==> src/rtl/core/fpd_pkg.sv <==
// Shared types and constants for the flight phase detector.
// Used by every module under rtl/core; depends on nothing.
`default_nettype none

package fpd_pkg;

  localparam int ALT_W  = 24;  // altitude, filtered altitude and climb
  localparam int TIME_W = 32;  // millisecond timestamp
  localparam int ARM_W  = 23;  // arm altitude register
  localparam int CFG_W  = 32;  // widest configuration register
  localparam int IDX_W  = 2;   // configuration index
  localparam int PH_W   = 3;   // flight phase code

  // configuration register indexes
  localparam logic [IDX_W-1:0] CFG_ARM_LEVEL     = 2'd0;
  localparam logic [IDX_W-1:0] CFG_APEX_CLIMB    = 2'd1;
  localparam logic [IDX_W-1:0] CFG_APOGEE_HOLD_MS = 2'd2;

  // configuration reset values
  localparam logic [ARM_W-1:0]  ARM_LEVEL_RST      = 23'd3000;
  localparam logic [ALT_W-1:0]  APEX_CLIMB_RST     = 24'd50;
  localparam logic [TIME_W-1:0] APOGEE_HOLD_MS_RST = 32'd4000;

  typedef struct packed {
    logic [ARM_W-1:0]         arm_level;
    logic signed [ALT_W-1:0]  apex_climb;
    logic [TIME_W-1:0]        apogee_hold_ms;
  } cfg_t;

  // window mean on its way to the phase stage
  typedef struct packed {
    logic                     valid;
    logic signed [ALT_W-1:0]  filtered;
    logic [TIME_W-1:0]        time_ms;
  } mean_t;

endpackage

`default_nettype wire

==> src/rtl/core/flight_phase_detector_unit.sv <==
// Top level of the flight phase detector: sample window, running sum,
// config registers. Uses fpd_pkg, fpd_cell, fpd_mean, fpd_phase.
//
//  channel | signals                                      | direction
//  --------+----------------------------------------------+----------
//  input   | in_valid, in_stall, altitude_cm, time_ms     | in / stall out
//  output  | out_valid, out_stall, filtered_altitude,     | out / stall in
//          | climb, flight_phase                          |
//  config  | cfg_write, cfg_index, cfg_data               | in, write only
//
// One transaction per clock sustained unless the output stalls; each result
// passes the window sum, the fpd_mean stages and the phase output register.
// Throughput is set by the window-sum accumulator and the phase register,
// each updated once per transaction.
// Synchronous reset clears the window cells, sum, phase and climb history and
// loads the config reset values; no clearing pass is needed.
// A stalled output only blocks the input once every pipeline stage is full.
`default_nettype none

module flight_phase_detector_unit #(
  parameter int WINDOW_SIZE = 10
) (
  input  logic                               clk,
  input  logic                               rst,
  // input channel
  input  logic                               in_valid,
  output logic                               in_stall,
  input  logic signed [fpd_pkg::ALT_W-1:0]   altitude_cm,
  input  logic [fpd_pkg::TIME_W-1:0]         time_ms,
  // output channel
  output logic                               out_valid,
  input  logic                               out_stall,
  output logic signed [fpd_pkg::ALT_W-1:0]   filtered_altitude,
  output logic signed [fpd_pkg::ALT_W-1:0]   climb,
  output logic [fpd_pkg::PH_W-1:0]           flight_phase,
  // configuration
  input  logic                               cfg_write,
  input  logic [fpd_pkg::IDX_W-1:0]          cfg_index,
  input  logic [fpd_pkg::CFG_W-1:0]          cfg_data
);

  localparam int ALT_W = fpd_pkg::ALT_W;
  localparam int SUM_W = ALT_W + $clog2(WINDOW_SIZE);

  fpd_pkg::cfg_t  cfg;
  fpd_pkg::mean_t mean;

  logic                    accept;
  logic                    v_a, ready_a, mean_ready, phase_ready;
  logic signed [SUM_W-1:0] window_sum;
  logic [fpd_pkg::TIME_W-1:0] time_a;
  logic signed [ALT_W-1:0] tap [WINDOW_SIZE];
  logic signed [ALT_W-1:0] oldest;

  assign ready_a  = !v_a || mean_ready;
  assign in_stall = !ready_a;
  assign accept   = in_valid && ready_a;

  // chain of cells: newest sample enters cell 0, oldest leaves the last cell
  for (genvar k = 0; k < WINDOW_SIZE; k++) begin : g_cell
    fpd_cell u_cell (
      .clk   (clk),
      .rst   (rst),
      .shift (accept),
      .d     ((k == 0) ? altitude_cm : tap[(k == 0) ? 0 : k - 1]),
      .q     (tap[k])
    );
  end

  assign oldest = tap[WINDOW_SIZE-1];

  // running sum of the window, also the payload of the first stage
  always_ff @(posedge clk) begin
    if (rst) begin
      v_a        <= 1'b0;
      window_sum <= '0;
    end else begin
      if (ready_a) begin
        v_a <= in_valid;
      end
      if (accept) begin
        window_sum <= window_sum
                    - {{(SUM_W-ALT_W){oldest[ALT_W-1]}}, oldest}
                    + {{(SUM_W-ALT_W){altitude_cm[ALT_W-1]}}, altitude_cm};
        time_a     <= time_ms;
      end
    end
  end

  // config registers; an unknown index is ignored
  always_ff @(posedge clk) begin
    if (rst) begin
      cfg.arm_level      <= fpd_pkg::ARM_LEVEL_RST;
      cfg.apex_climb     <= fpd_pkg::APEX_CLIMB_RST;
      cfg.apogee_hold_ms <= fpd_pkg::APOGEE_HOLD_MS_RST;
    end else if (cfg_write) begin
      case (cfg_index)
        fpd_pkg::CFG_ARM_LEVEL:
          cfg.arm_level <= cfg_data[fpd_pkg::ARM_W-1:0];
        fpd_pkg::CFG_APEX_CLIMB:
          cfg.apex_climb <= cfg_data[ALT_W-1:0];
        fpd_pkg::CFG_APOGEE_HOLD_MS:
          cfg.apogee_hold_ms <= cfg_data[fpd_pkg::TIME_W-1:0];
        default: ;
      endcase
    end
  end

  fpd_mean #(
    .WINDOW_SIZE (WINDOW_SIZE)
  ) u_mean (
    .clk       (clk),
    .rst       (rst),
    .in_valid  (v_a),
    .in_ready  (mean_ready),
    .sum       (window_sum),
    .time_ms   (time_a),
    .res       (mean),
    .res_ready (phase_ready)
  );

  fpd_phase u_phase (
    .clk               (clk),
    .rst               (rst),
    .m                 (mean),
    .m_ready           (phase_ready),
    .cfg               (cfg),
    .out_valid         (out_valid),
    .out_stall         (out_stall),
    .filtered_altitude (filtered_altitude),
    .climb             (climb),
    .flight_phase      (flight_phase)
  );

endmodule

`default_nettype wire

==> src/rtl/core/fpd_cell.sv <==
// One cell of the sample window: holds one altitude sample.
// Takes its neighbour's sample on every shift. Uses fpd_pkg.
`default_nettype none

module fpd_cell (
  input  logic                              clk,
  input  logic                              rst,
  input  logic                              shift,
  input  logic signed [fpd_pkg::ALT_W-1:0]  d,
  output logic signed [fpd_pkg::ALT_W-1:0]  q
);

  always_ff @(posedge clk) begin
    if (rst) begin
      q <= '0;
    end else if (shift) begin
      q <= d;
    end
  end

endmodule

`default_nettype wire

==> src/rtl/core/fpd_mean.sv <==
// Window sum to mean: sum / WINDOW_SIZE truncated toward zero.
// Four stages: magnitude, reciprocal multiply, correction, sign. Uses fpd_pkg.
`default_nettype none

module fpd_mean #(
  parameter int WINDOW_SIZE = 10
) (
  input  logic                                       clk,
  input  logic                                       rst,
  input  logic                                       in_valid,
  output logic                                       in_ready,
  input  logic signed [fpd_pkg::ALT_W+$clog2(WINDOW_SIZE)-1:0] sum,
  input  logic [fpd_pkg::TIME_W-1:0]                 time_ms,
  output fpd_pkg::mean_t                             res,
  input  logic                                       res_ready
);

  localparam int SUM_W = fpd_pkg::ALT_W + $clog2(WINDOW_SIZE);
  localparam int ALT_W = fpd_pkg::ALT_W;
  localparam int TW    = fpd_pkg::TIME_W;
  localparam logic [SUM_W-1:0] WIN_C = SUM_W'(WINDOW_SIZE);
  // floor(2^SUM_W / W): the estimate is short by at most one
  localparam logic [SUM_W-1:0] RECIP = SUM_W'((64'd1 << SUM_W) / WINDOW_SIZE);

  // stage B: magnitude
  logic               v_b;
  logic [SUM_W-1:0]   abs_b;
  logic               neg_b;
  logic [TW-1:0]      time_b;
  // stage C: product
  logic               v_c;
  logic [2*SUM_W-1:0] prod_c;
  logic [SUM_W-1:0]   abs_c;
  logic               neg_c;
  logic [TW-1:0]      time_c;
  // stage D: corrected quotient
  logic               v_d;
  logic [ALT_W-1:0]   q_d;
  logic               neg_d;
  logic [TW-1:0]      time_d;

  logic ready_b, ready_c, ready_d, ready_e;

  logic [SUM_W-1:0] q_est, q_w, rem, q_fix;

  assign ready_e  = !res.valid || res_ready;
  assign ready_d  = !v_d || ready_e;
  assign ready_c  = !v_c || ready_d;
  assign ready_b  = !v_b || ready_c;
  assign in_ready = ready_b;

  assign q_est = prod_c[2*SUM_W-1 -: SUM_W];
  assign q_w   = SUM_W'(q_est * WIN_C);
  assign rem   = abs_c - q_w;
  assign q_fix = q_est + SUM_W'(rem >= WIN_C);

  always_ff @(posedge clk) begin
    if (rst) begin
      v_b       <= 1'b0;
      v_c       <= 1'b0;
      v_d       <= 1'b0;
      res.valid <= 1'b0;
    end else begin
      if (ready_b) begin
        v_b    <= in_valid;
        neg_b  <= sum[SUM_W-1];
        abs_b  <= sum[SUM_W-1] ? $unsigned(-sum) : $unsigned(sum);
        time_b <= time_ms;
      end
      if (ready_c) begin
        v_c    <= v_b;
        prod_c <= {{SUM_W{1'b0}}, abs_b} * {{SUM_W{1'b0}}, RECIP};
        abs_c  <= abs_b;
        neg_c  <= neg_b;
        time_c <= time_b;
      end
      if (ready_d) begin
        v_d    <= v_c;
        q_d    <= q_fix[ALT_W-1:0];
        neg_d  <= neg_c;
        time_d <= time_c;
      end
      if (ready_e) begin
        res.valid    <= v_d;
        res.filtered <= neg_d ? -$signed(q_d) : $signed(q_d);
        res.time_ms  <= time_d;
      end
    end
  end

  // reciprocal estimate is never more than one short
  a_est_close: assert property (@(posedge clk) disable iff (rst)
    v_c |-> (rem < (WIN_C << 1)))
    else $error("mean estimate off by more than one");

endmodule

`default_nettype wire

==> src/rtl/core/fpd_phase.sv <==
// Climb and five-phase flight state machine; holds the output register.
// Uses fpd_pkg (mean_t, cfg_t).
`default_nettype none

module fpd_phase (
  input  logic                               clk,
  input  logic                               rst,
  input  fpd_pkg::mean_t                     m,
  output logic                               m_ready,
  input  fpd_pkg::cfg_t                      cfg,
  output logic                               out_valid,
  input  logic                               out_stall,
  output logic signed [fpd_pkg::ALT_W-1:0]   filtered_altitude,
  output logic signed [fpd_pkg::ALT_W-1:0]   climb,
  output logic [fpd_pkg::PH_W-1:0]           flight_phase
);

  localparam int ALT_W = fpd_pkg::ALT_W;
  localparam int TW    = fpd_pkg::TIME_W;
  localparam logic signed [ALT_W-1:0] S24_MAX = {1'b0, {(ALT_W-1){1'b1}}};
  localparam logic signed [ALT_W-1:0] S24_MIN = {1'b1, {(ALT_W-1){1'b0}}};

  typedef enum logic [fpd_pkg::PH_W-1:0] {
    PH_IDLE       = 3'd0,
    PH_ASCENDING  = 3'd1,
    PH_APOGEE     = 3'd2,
    PH_DESCENDING = 3'd3,
    PH_LANDED     = 3'd4
  } phase_t;

  phase_t              phase, phase_next;
  logic [TW-1:0]       apogee_start, start_next;
  logic signed [ALT_W:0]   diff;
  logic signed [ALT_W-1:0] climb_next;
  logic [TW-1:0]       elapsed;
  logic                load, above_arm, below_arm, slow, hold_done;

  assign m_ready      = !out_valid || !out_stall;
  assign load         = m.valid && m_ready;
  assign flight_phase = phase;

  assign diff = {m.filtered[ALT_W-1], m.filtered}
              - {filtered_altitude[ALT_W-1], filtered_altitude};

  always_comb begin
    if (diff[ALT_W] != diff[ALT_W-1]) begin
      climb_next = diff[ALT_W] ? S24_MIN : S24_MAX;
    end else begin
      climb_next = diff[ALT_W-1:0];
    end
  end

  assign above_arm = $signed(m.filtered) > $signed({1'b0, cfg.arm_level});
  assign below_arm = $signed(m.filtered) < $signed({1'b0, cfg.arm_level});
  assign slow      = climb_next < cfg.apex_climb;
  assign elapsed   = m.time_ms - apogee_start;   // wraps safely mod 2^32
  assign hold_done = elapsed > cfg.apogee_hold_ms;

  // transitions may cascade; new apogee cannot end now (checks old phase)
  always_comb begin
    phase_next = phase;
    start_next = apogee_start;
    if (phase_next == PH_IDLE && above_arm) begin
      phase_next = PH_ASCENDING;
    end
    if (phase_next == PH_ASCENDING && slow) begin
      phase_next = PH_APOGEE;
      start_next = m.time_ms;
    end
    if (phase == PH_APOGEE && hold_done) begin
      phase_next = PH_DESCENDING;
    end
    if (phase_next == PH_DESCENDING && below_arm) begin
      phase_next = PH_LANDED;
    end
  end

  always_ff @(posedge clk) begin
    if (rst) begin
      out_valid         <= 1'b0;
      phase             <= PH_IDLE;
      filtered_altitude <= '0;
      apogee_start      <= '0;
    end else begin
      if (m_ready) begin
        out_valid <= m.valid;
      end
      if (load) begin
        filtered_altitude <= m.filtered;
        climb             <= climb_next;
        phase             <= phase_next;
        apogee_start      <= start_next;
      end
    end
  end

  a_landed_final: assert property (@(posedge clk) disable iff (rst)
    (phase == PH_LANDED) |=> (phase == PH_LANDED))
    else $error("left landed phase");

  a_idle_reach: assert property (@(posedge clk) disable iff (rst)
    (phase == PH_IDLE) |=> (phase != PH_DESCENDING && phase != PH_LANDED))
    else $error("idle skipped the apogee hold");

  a_phase_held: assert property (@(posedge clk) disable iff (rst)
    !load |=> $stable(phase) && $stable(apogee_start))
    else $error("phase state moved without a transaction");

endmodule

`default_nettype wire
==> config.mk <==
export PLATFORM = sky130hd
export DESIGN_NAME = flight_phase_detector_unit
export DESIGN_NICKNAME = d
export VERILOG_FILES = /design/src/rtl/core/fpd_pkg.sv /design/src/rtl/core/flight_phase_detector_unit.sv /design/src/rtl/core/fpd_cell.sv /design/src/rtl/core/fpd_mean.sv /design/src/rtl/core/fpd_phase.sv
export SDC_FILE = /design/constraint.sdc
export NUM_CORES = 2
export LEC_CHECK = 0
export BUFFER_PORTS_ARGS = -buffer_cell sky130_fd_sc_hd__buf_2
export CAP_MARGIN = 20
export CELL_PAD_IN_SITES_DETAIL_PLACEMENT = 0
export CELL_PAD_IN_SITES_GLOBAL_PLACEMENT = 1
export CORE_MARGIN = 10
export CORE_UTILIZATION = 50
export DETAILED_ROUTE_END_ITERATION = 6
export PLACE_DENSITY_LB_ADDON = 0.1
export SKIP_LAST_GASP = 1
export SYNTH_ARGS = -nofsm -noshare
export SYNTH_HDL_FRONTEND = slang
export SYNTH_SLANG_ARGS = --single-unit
==> constraint.sdc <==
create_clock -name clk -period 8.5 [get_ports clk]
set_clock_uncertainty 0.15 [all_clocks]
set_input_delay 0.85 -clock clk [delete_from_list [all_inputs] [get_ports clk]]
set_output_delay 0.85 -clock clk [all_outputs]
set_load 0.005 [all_outputs]
== Yosys cells after proc, flatten, opt, wreduce, memory -nomap -nowiden ==
Cells that the tools add are included.
Word-level totals
  register bits: 756
  latch bits: 0
  RAM bits: 0
  ROM bits: 0
  input bits: 95
  output and inout port bits: 53
  word-level logic and storage cells: 100
  memories: 0
Cells by class
  add/subtract/negate cells: 8
  multiply operators: 2
  divide/modulo/power cells: 0
  magnitude comparators: 5
  equal/unequal tests: 6
  shifts and indexed selects: 0
  multiplexer cells: 8
  bitwise logic cells: 1
  reduce and logical (&&, ||, !) cells: 32
Operator list (number)
  two-way mux 24 bit: 3
  subtractor 28 bit: 2
  multiplier 28 x 25 -> 53 bit, second input constant: 1
  < comparator 24 bit: 2
  > comparator 32 bit: 1
  subtractor 32 bit: 1
  adder 28 bit: 1
  >= comparator 28 x 4 -> 1 bit, second input constant: 1
  negator 28 bit: 1
  multiplier 25 x 3 -> 27 bit, second input constant: 1
  two-way mux 27 bit: 1
  subtractor 24 x 24 -> 25 bit: 1
  adder 24 x 1 -> 24 bit: 1
  > comparator 24 bit: 1
  negator 24 bit: 1
  AND reduction 2 bit: 10
  two-way mux 3 bit: 4
  logical NOT 1 bit: 8
  equality test 3 x 2 -> 1 bit, second input constant: 2
  logical AND 1 bit: 6
  logical OR 1 bit: 6
  equality test 3 x 1 -> 1 bit, second input constant: 1
  logical NOT 3 bit: 1
  equality test 2 x 1 -> 1 bit, second input constant: 1
  4 further kinds: 4

== Depth between registers and ports, before layout ==
  depth in word-level cells: 10
  gate-level depth with buffers: 34
  mapped depth without buffers: 34

== Modules after synthesis ==
A second synthesis with hierarchy kept.
Unflattened totals
  cell total of the unflattened synthesis: 4578
  area total of the unflattened synthesis: 46672.3 um^2
Modules (own cells, without submodules)
  fpd_mean: times used 1, cells each 1952, area an instance 22889.5 um^2, sequential area each 7857.5 um^2
  fpd_cell: times used 10, cells each 77, area an instance 869.6 um^2, sequential area each 480.5 um^2
  fpd_phase: times used 1, cells each 1029, area an instance 7985.2 um^2, sequential area each 1921.8 um^2
  flight_phase_detector_unit: times used 1, cells each 827, area an instance 7101.8 um^2, sequential area each 3123.0 um^2

== Worst setup path after synthesis ==
Ideal clock, no wire load.
  path kind: flip-flop to flip-flop
  from: register u_mean.abs_b[11]
  to: register u_mean.prod_c[52] (data pin)
  data arrival time: 6.601 ns
  path slack: 1.484 ns
  cell stages (with the launch flop): 24
  buffers on the path: 0
  cells stage by stage: edfxtp_1 > ha_1 > inv_1 > fa_1 > inv_1 > fa_1 > fa_1 > fa_1 > inv_1 > fa_1 > inv_1 > fa_1 > ha_1 > a21o_1 > a21o_1 > a211oi_1 > o211a_1 > nor3_1 > o2111ai_1 > o21ai_1 > a221oi_2 > o31ai_1 > and4_1 > or3_1
Between the ends
  word-level cells in the longest chain between the ends: 1
Ends and longest elaborated chain
  start, declared: line fpd_mean.sv:27  | logic [SUM_W-1:0] abs_b;
  start signal, assigned: line fpd_mean.sv:67  | abs_b <= sum[SUM_W-1] ? $unsigned(-sum) : $unsigned(sum);
  multiplier 28 x 25 -> 53 bit: line fpd_mean.sv:72  | prod_c <= {{SUM_W{1'b0}}, abs_b} * {{SUM_W{1'b0}}, RECIP};
  end signal, assigned: line fpd_mean.sv:72
  end, declared: line fpd_mean.sv:32  | logic [2*SUM_W-1:0] prod_c;
No other way between the ends.
A chain may end at the register's enable or synchronous reset.

== Final worst setup path ==
  from: register u_mean.abs_b[10]
  to: register u_mean.prod_c[52] (data pin)
The elaborated chain is that of the path after synthesis.

==> flow_summary.ini <==
[status]
status = finished clean

[critical_path]
reg2reg_from = u_mean.abs_b[10]$_DFFE_PP_
crit_fanout = 6
crit_type = register to register
worst_path_max_delay_cell = fa_1
cpMostUsedCell = fa_1
path_cells = ha_1 -> inv_1 -> fa_1 -> inv_1 -> fa_1 -> fa_1 -> fa_1 -> inv_1 -> fa_1 -> inv_1 -> fa_1 -> ha_1 -> a21o_1 -> a21o_1 -> a211oi_1 -> o211a_1 -> nor3_1 -> o2111ai_1 -> o21ai_1 -> a221oi_2 -> o31ai_1 -> and4_1 -> or3_1
slowest_delay_ns = 0.55
critPathLaunchType = register
worst_ep_arrival_time_ns = 7.95
timing.rr.end = u_mean.prod_c[52]$_DFFE_PP_
regToRegSetupSlack_ns = 0.79
reg2regPathDepth = 23
cp_num_buf_inv = 4
critPathTopFamily = adder cells
worstPathRequired_ns = 8.74
end_kind = register

[floorplan]
ioPinCount = 148
dieArea_mm2 = 0.1037
core_area_mm2 = 0.09029
rows = 110
die_w_um = 322.0
start_util = 0.5050
die_h_um = 322.0

[yosys]
synth-compound-area-share = 0.1199
synth_xor_area_frac = 0.03861
synthCells = 4757
synthMuxAreaShare = 0.008150
yosysSeqAreaShare = 0.3884
synth_top_family_by_area = adder cells
ys.warnings.count = 0
synth_area_mm2 = 0.04559
synth-async-reset-ratio = 0
ys_seq_elements = 727
ys.flop_type = dfxtp_1
synthSimpleGateAreaFrac = 0.1156
synth_area_per_cell_um2 = 9.585
synth_edf_count = 315
synth.net_count = 5614
synth_fa_ha_area_frac = 0.2580
synth_cell_types = 75

[cts]
insertion_delay_ns = 0.68
cts.sinks = 727
cts_tree = yes
cts-root-buf = clkbuf_16
cts_hold_buffers = 0
path_clk_slew_ns = 0.06
postCtsSetupRepairBufs = 0
h-tree-depth = 3
cts_buffers = 80
postCtsResizedCells = 0
cts_buffer_depth = 3

[route]
drtAntennaViolNets = 0
drt_iter0_markers = 2112
wl_per_cell_um = 19.34
drt_pass1_iterations = 7
drc = 0
wl_um = 118000
viasPerCell = 5.273
vias = 32188

[cells_and_area]
layout_commonest_cell = nand2_1
layout_common_cells = 812 x nand2_1, 710 x inv_1, 525 x a21oi_1, 472 x ha_1, 412 x dfxtp_1
fin_nets = 5714
area_growth_pct = 10.27
drive_above_1_share = 0.06761

[flow_run]
max_cap_viol_count = 0

[min_path]
hp-class = primary input to register
hp-start = time_ms[4]
holdPathStages = 1
min_to = time_a[4]$_DFFE_PP_

[global_routing]
grt.overflow.total = 0
grt_max_degree = 110
grt_pass1_wl_um = 182500
grt_use_total = 0.2252
antenna_found_initial = 4
grt_pass1_vias = 31652

[timing]
slew_viol_final = 0
slew-limit-headroom = 0.2624
setup_viol_count_final = 0
tightest_slew_ns = 1.103
layout_min_cycle_time_ns = 7.713
finalSetupTns_ns = 0
rsz0062_at_grt = false
min_period_over_period = 0.9074
hold_violations = 0
fmax_ghz = 0.1296

[placement]
dp_hpwl_um = 93180
finalWeightedCongestion = 0.9536
numPortBuffers = 147
metrics by stage:
stage,hold WS [ns],cell area (um2),utilization,instances,worst slack (ns)
after floorplan,0.2503,45590,-,4757,1.484
after global placement,0.2506,47440,0.5255,5950,0.8477
after detailed placement,0.2545,47440,0.5255,5950,0.7880
after CTS,0.1564,50250,0.5566,6100,0.7452
after global routing,0.1627,50270,0.5568,6103,0.3492
final,0.2005,50280,0.5569,6104,0.7869
routing by layer:
metal	GRT usage	wire (um)	up-vias
met4	0.05351	2486	2
li1	-	-	16007
met5	0	13	-
met3	0.03435	5184	149
met1	0.2997	53760	15441
met2	0.3816	56600	589
cell usage after synthesis (4+ instances only):
master / instances / area, um2
nor3b_1: 4 / 30.03
o211a_1: 5 / 50.05
o21bai_1: 23 / 172.7
xnor2_1: 155 / 1358
a21oi_1: 527 / 2638
a211oi_1: 23 / 172.7
o31a_1: 4 / 35.03
fa_1: 290 / 5806
nand2_1: 813 / 3052
nor2_1: 163 / 611.8
nand2b_1: 21 / 131.4
maj3_1: 5 / 50.05
nand3b_1: 5 / 37.54
nand4_1: 31 / 193.9
o21ai_1: 6 / 30.03
a21boi_0: 10 / 75.07
dfxtp_1: 412 / 8248
a2111oi_0: 5 / 43.79
or3_1: 14 / 87.58
clkbuf_1: 143 / 536.8
xor2_1: 46 / 402.9
nand3_1: 54 / 270.3
a211o_1: 27 / 236.5
o31ai_1: 19 / 142.6
and4_1: 7 / 61.31
inv_1: 710 / 2665
nor3_1: 29 / 145.1
o21ai_0: 113 / 565.5
o2111ai_1: 5 / 43.79
a31o_2: 4 / 35.03
a31oi_1: 13 / 81.33
o21a_1: 23 / 172.7
or4_1: 6 / 45.04
nor4_1: 12 / 75.07
a41oi_1: 6 / 52.55
nor2b_1: 30 / 187.7
and2_1: 10 / 62.56
edfxtp_1: 315 / 9459
or2_2: 9 / 56.30
mux2i_1: 36 / 360.4
a21o_1: 70 / 525.5
and3_1: 21 / 131.4
o41ai_1: 8 / 70.07
o211ai_1: 8 / 60.06
ha_1: 472 / 5906
worst max-delay path by stage:
stage	startpoint	end	slack (ns)	cells past startpoint
CTS	u_mean.abs_b[10]$_DFFE_PP_	u_mean.prod_c[52]$_DFFE_PP_	0.75	23
global placement	u_mean.abs_b[11]$_DFFE_PP_	u_mean.prod_c[52]$_DFFE_PP_	0.85	23
detailed placement	u_mean.abs_b[11]$_DFFE_PP_	u_mean.prod_c[52]$_DFFE_PP_	0.79	23
floorplan	u_mean.abs_b[11]$_DFFE_PP_	u_mean.prod_c[52]$_DFFE_PP_	1.48	23
finish	u_mean.abs_b[10]$_DFFE_PP_	u_mean.prod_c[52]$_DFFE_PP_	0.79	23
global route	u_mean.abs_b[13]$_DFFE_PP_	u_mean.prod_c[52]$_DFFE_PP_	0.35	23
state kept, by name, indices dropped and copies added, names as in the netlist, 28 cells and up:
name / flops
cfg: 79
g_cell.u_cell.q: 240
time_a: 32
u_mean.abs_b: 28
u_mean.res: 57
u_mean.time_b: 32
u_mean.time_c: 32
u_mean.time_d: 32
u_phase.apogee_start: 32
window_sum: 28
cell families after synthesis:
kind of cell / after synthesis
buf+inv: 861
fa+ha+maj: 767
mux: 37
xor+xnor: 201
compound gates: 925
simple gates: 1239
flops: 727
cell type report:
type	instances	area [um2]
antenna	3	7.507
clock buffer	102	2218
clock inverter	48	593.1
fill	8305	40010
inverter	710	2665
multi-input combinational	3169	24700
sequential	727	17710
tap	1176	1471
timing repair buffer	169	918.4
Power is not shown: default switching activity piles up to over one toggle a cycle in this logic, so the estimate is an artifact.
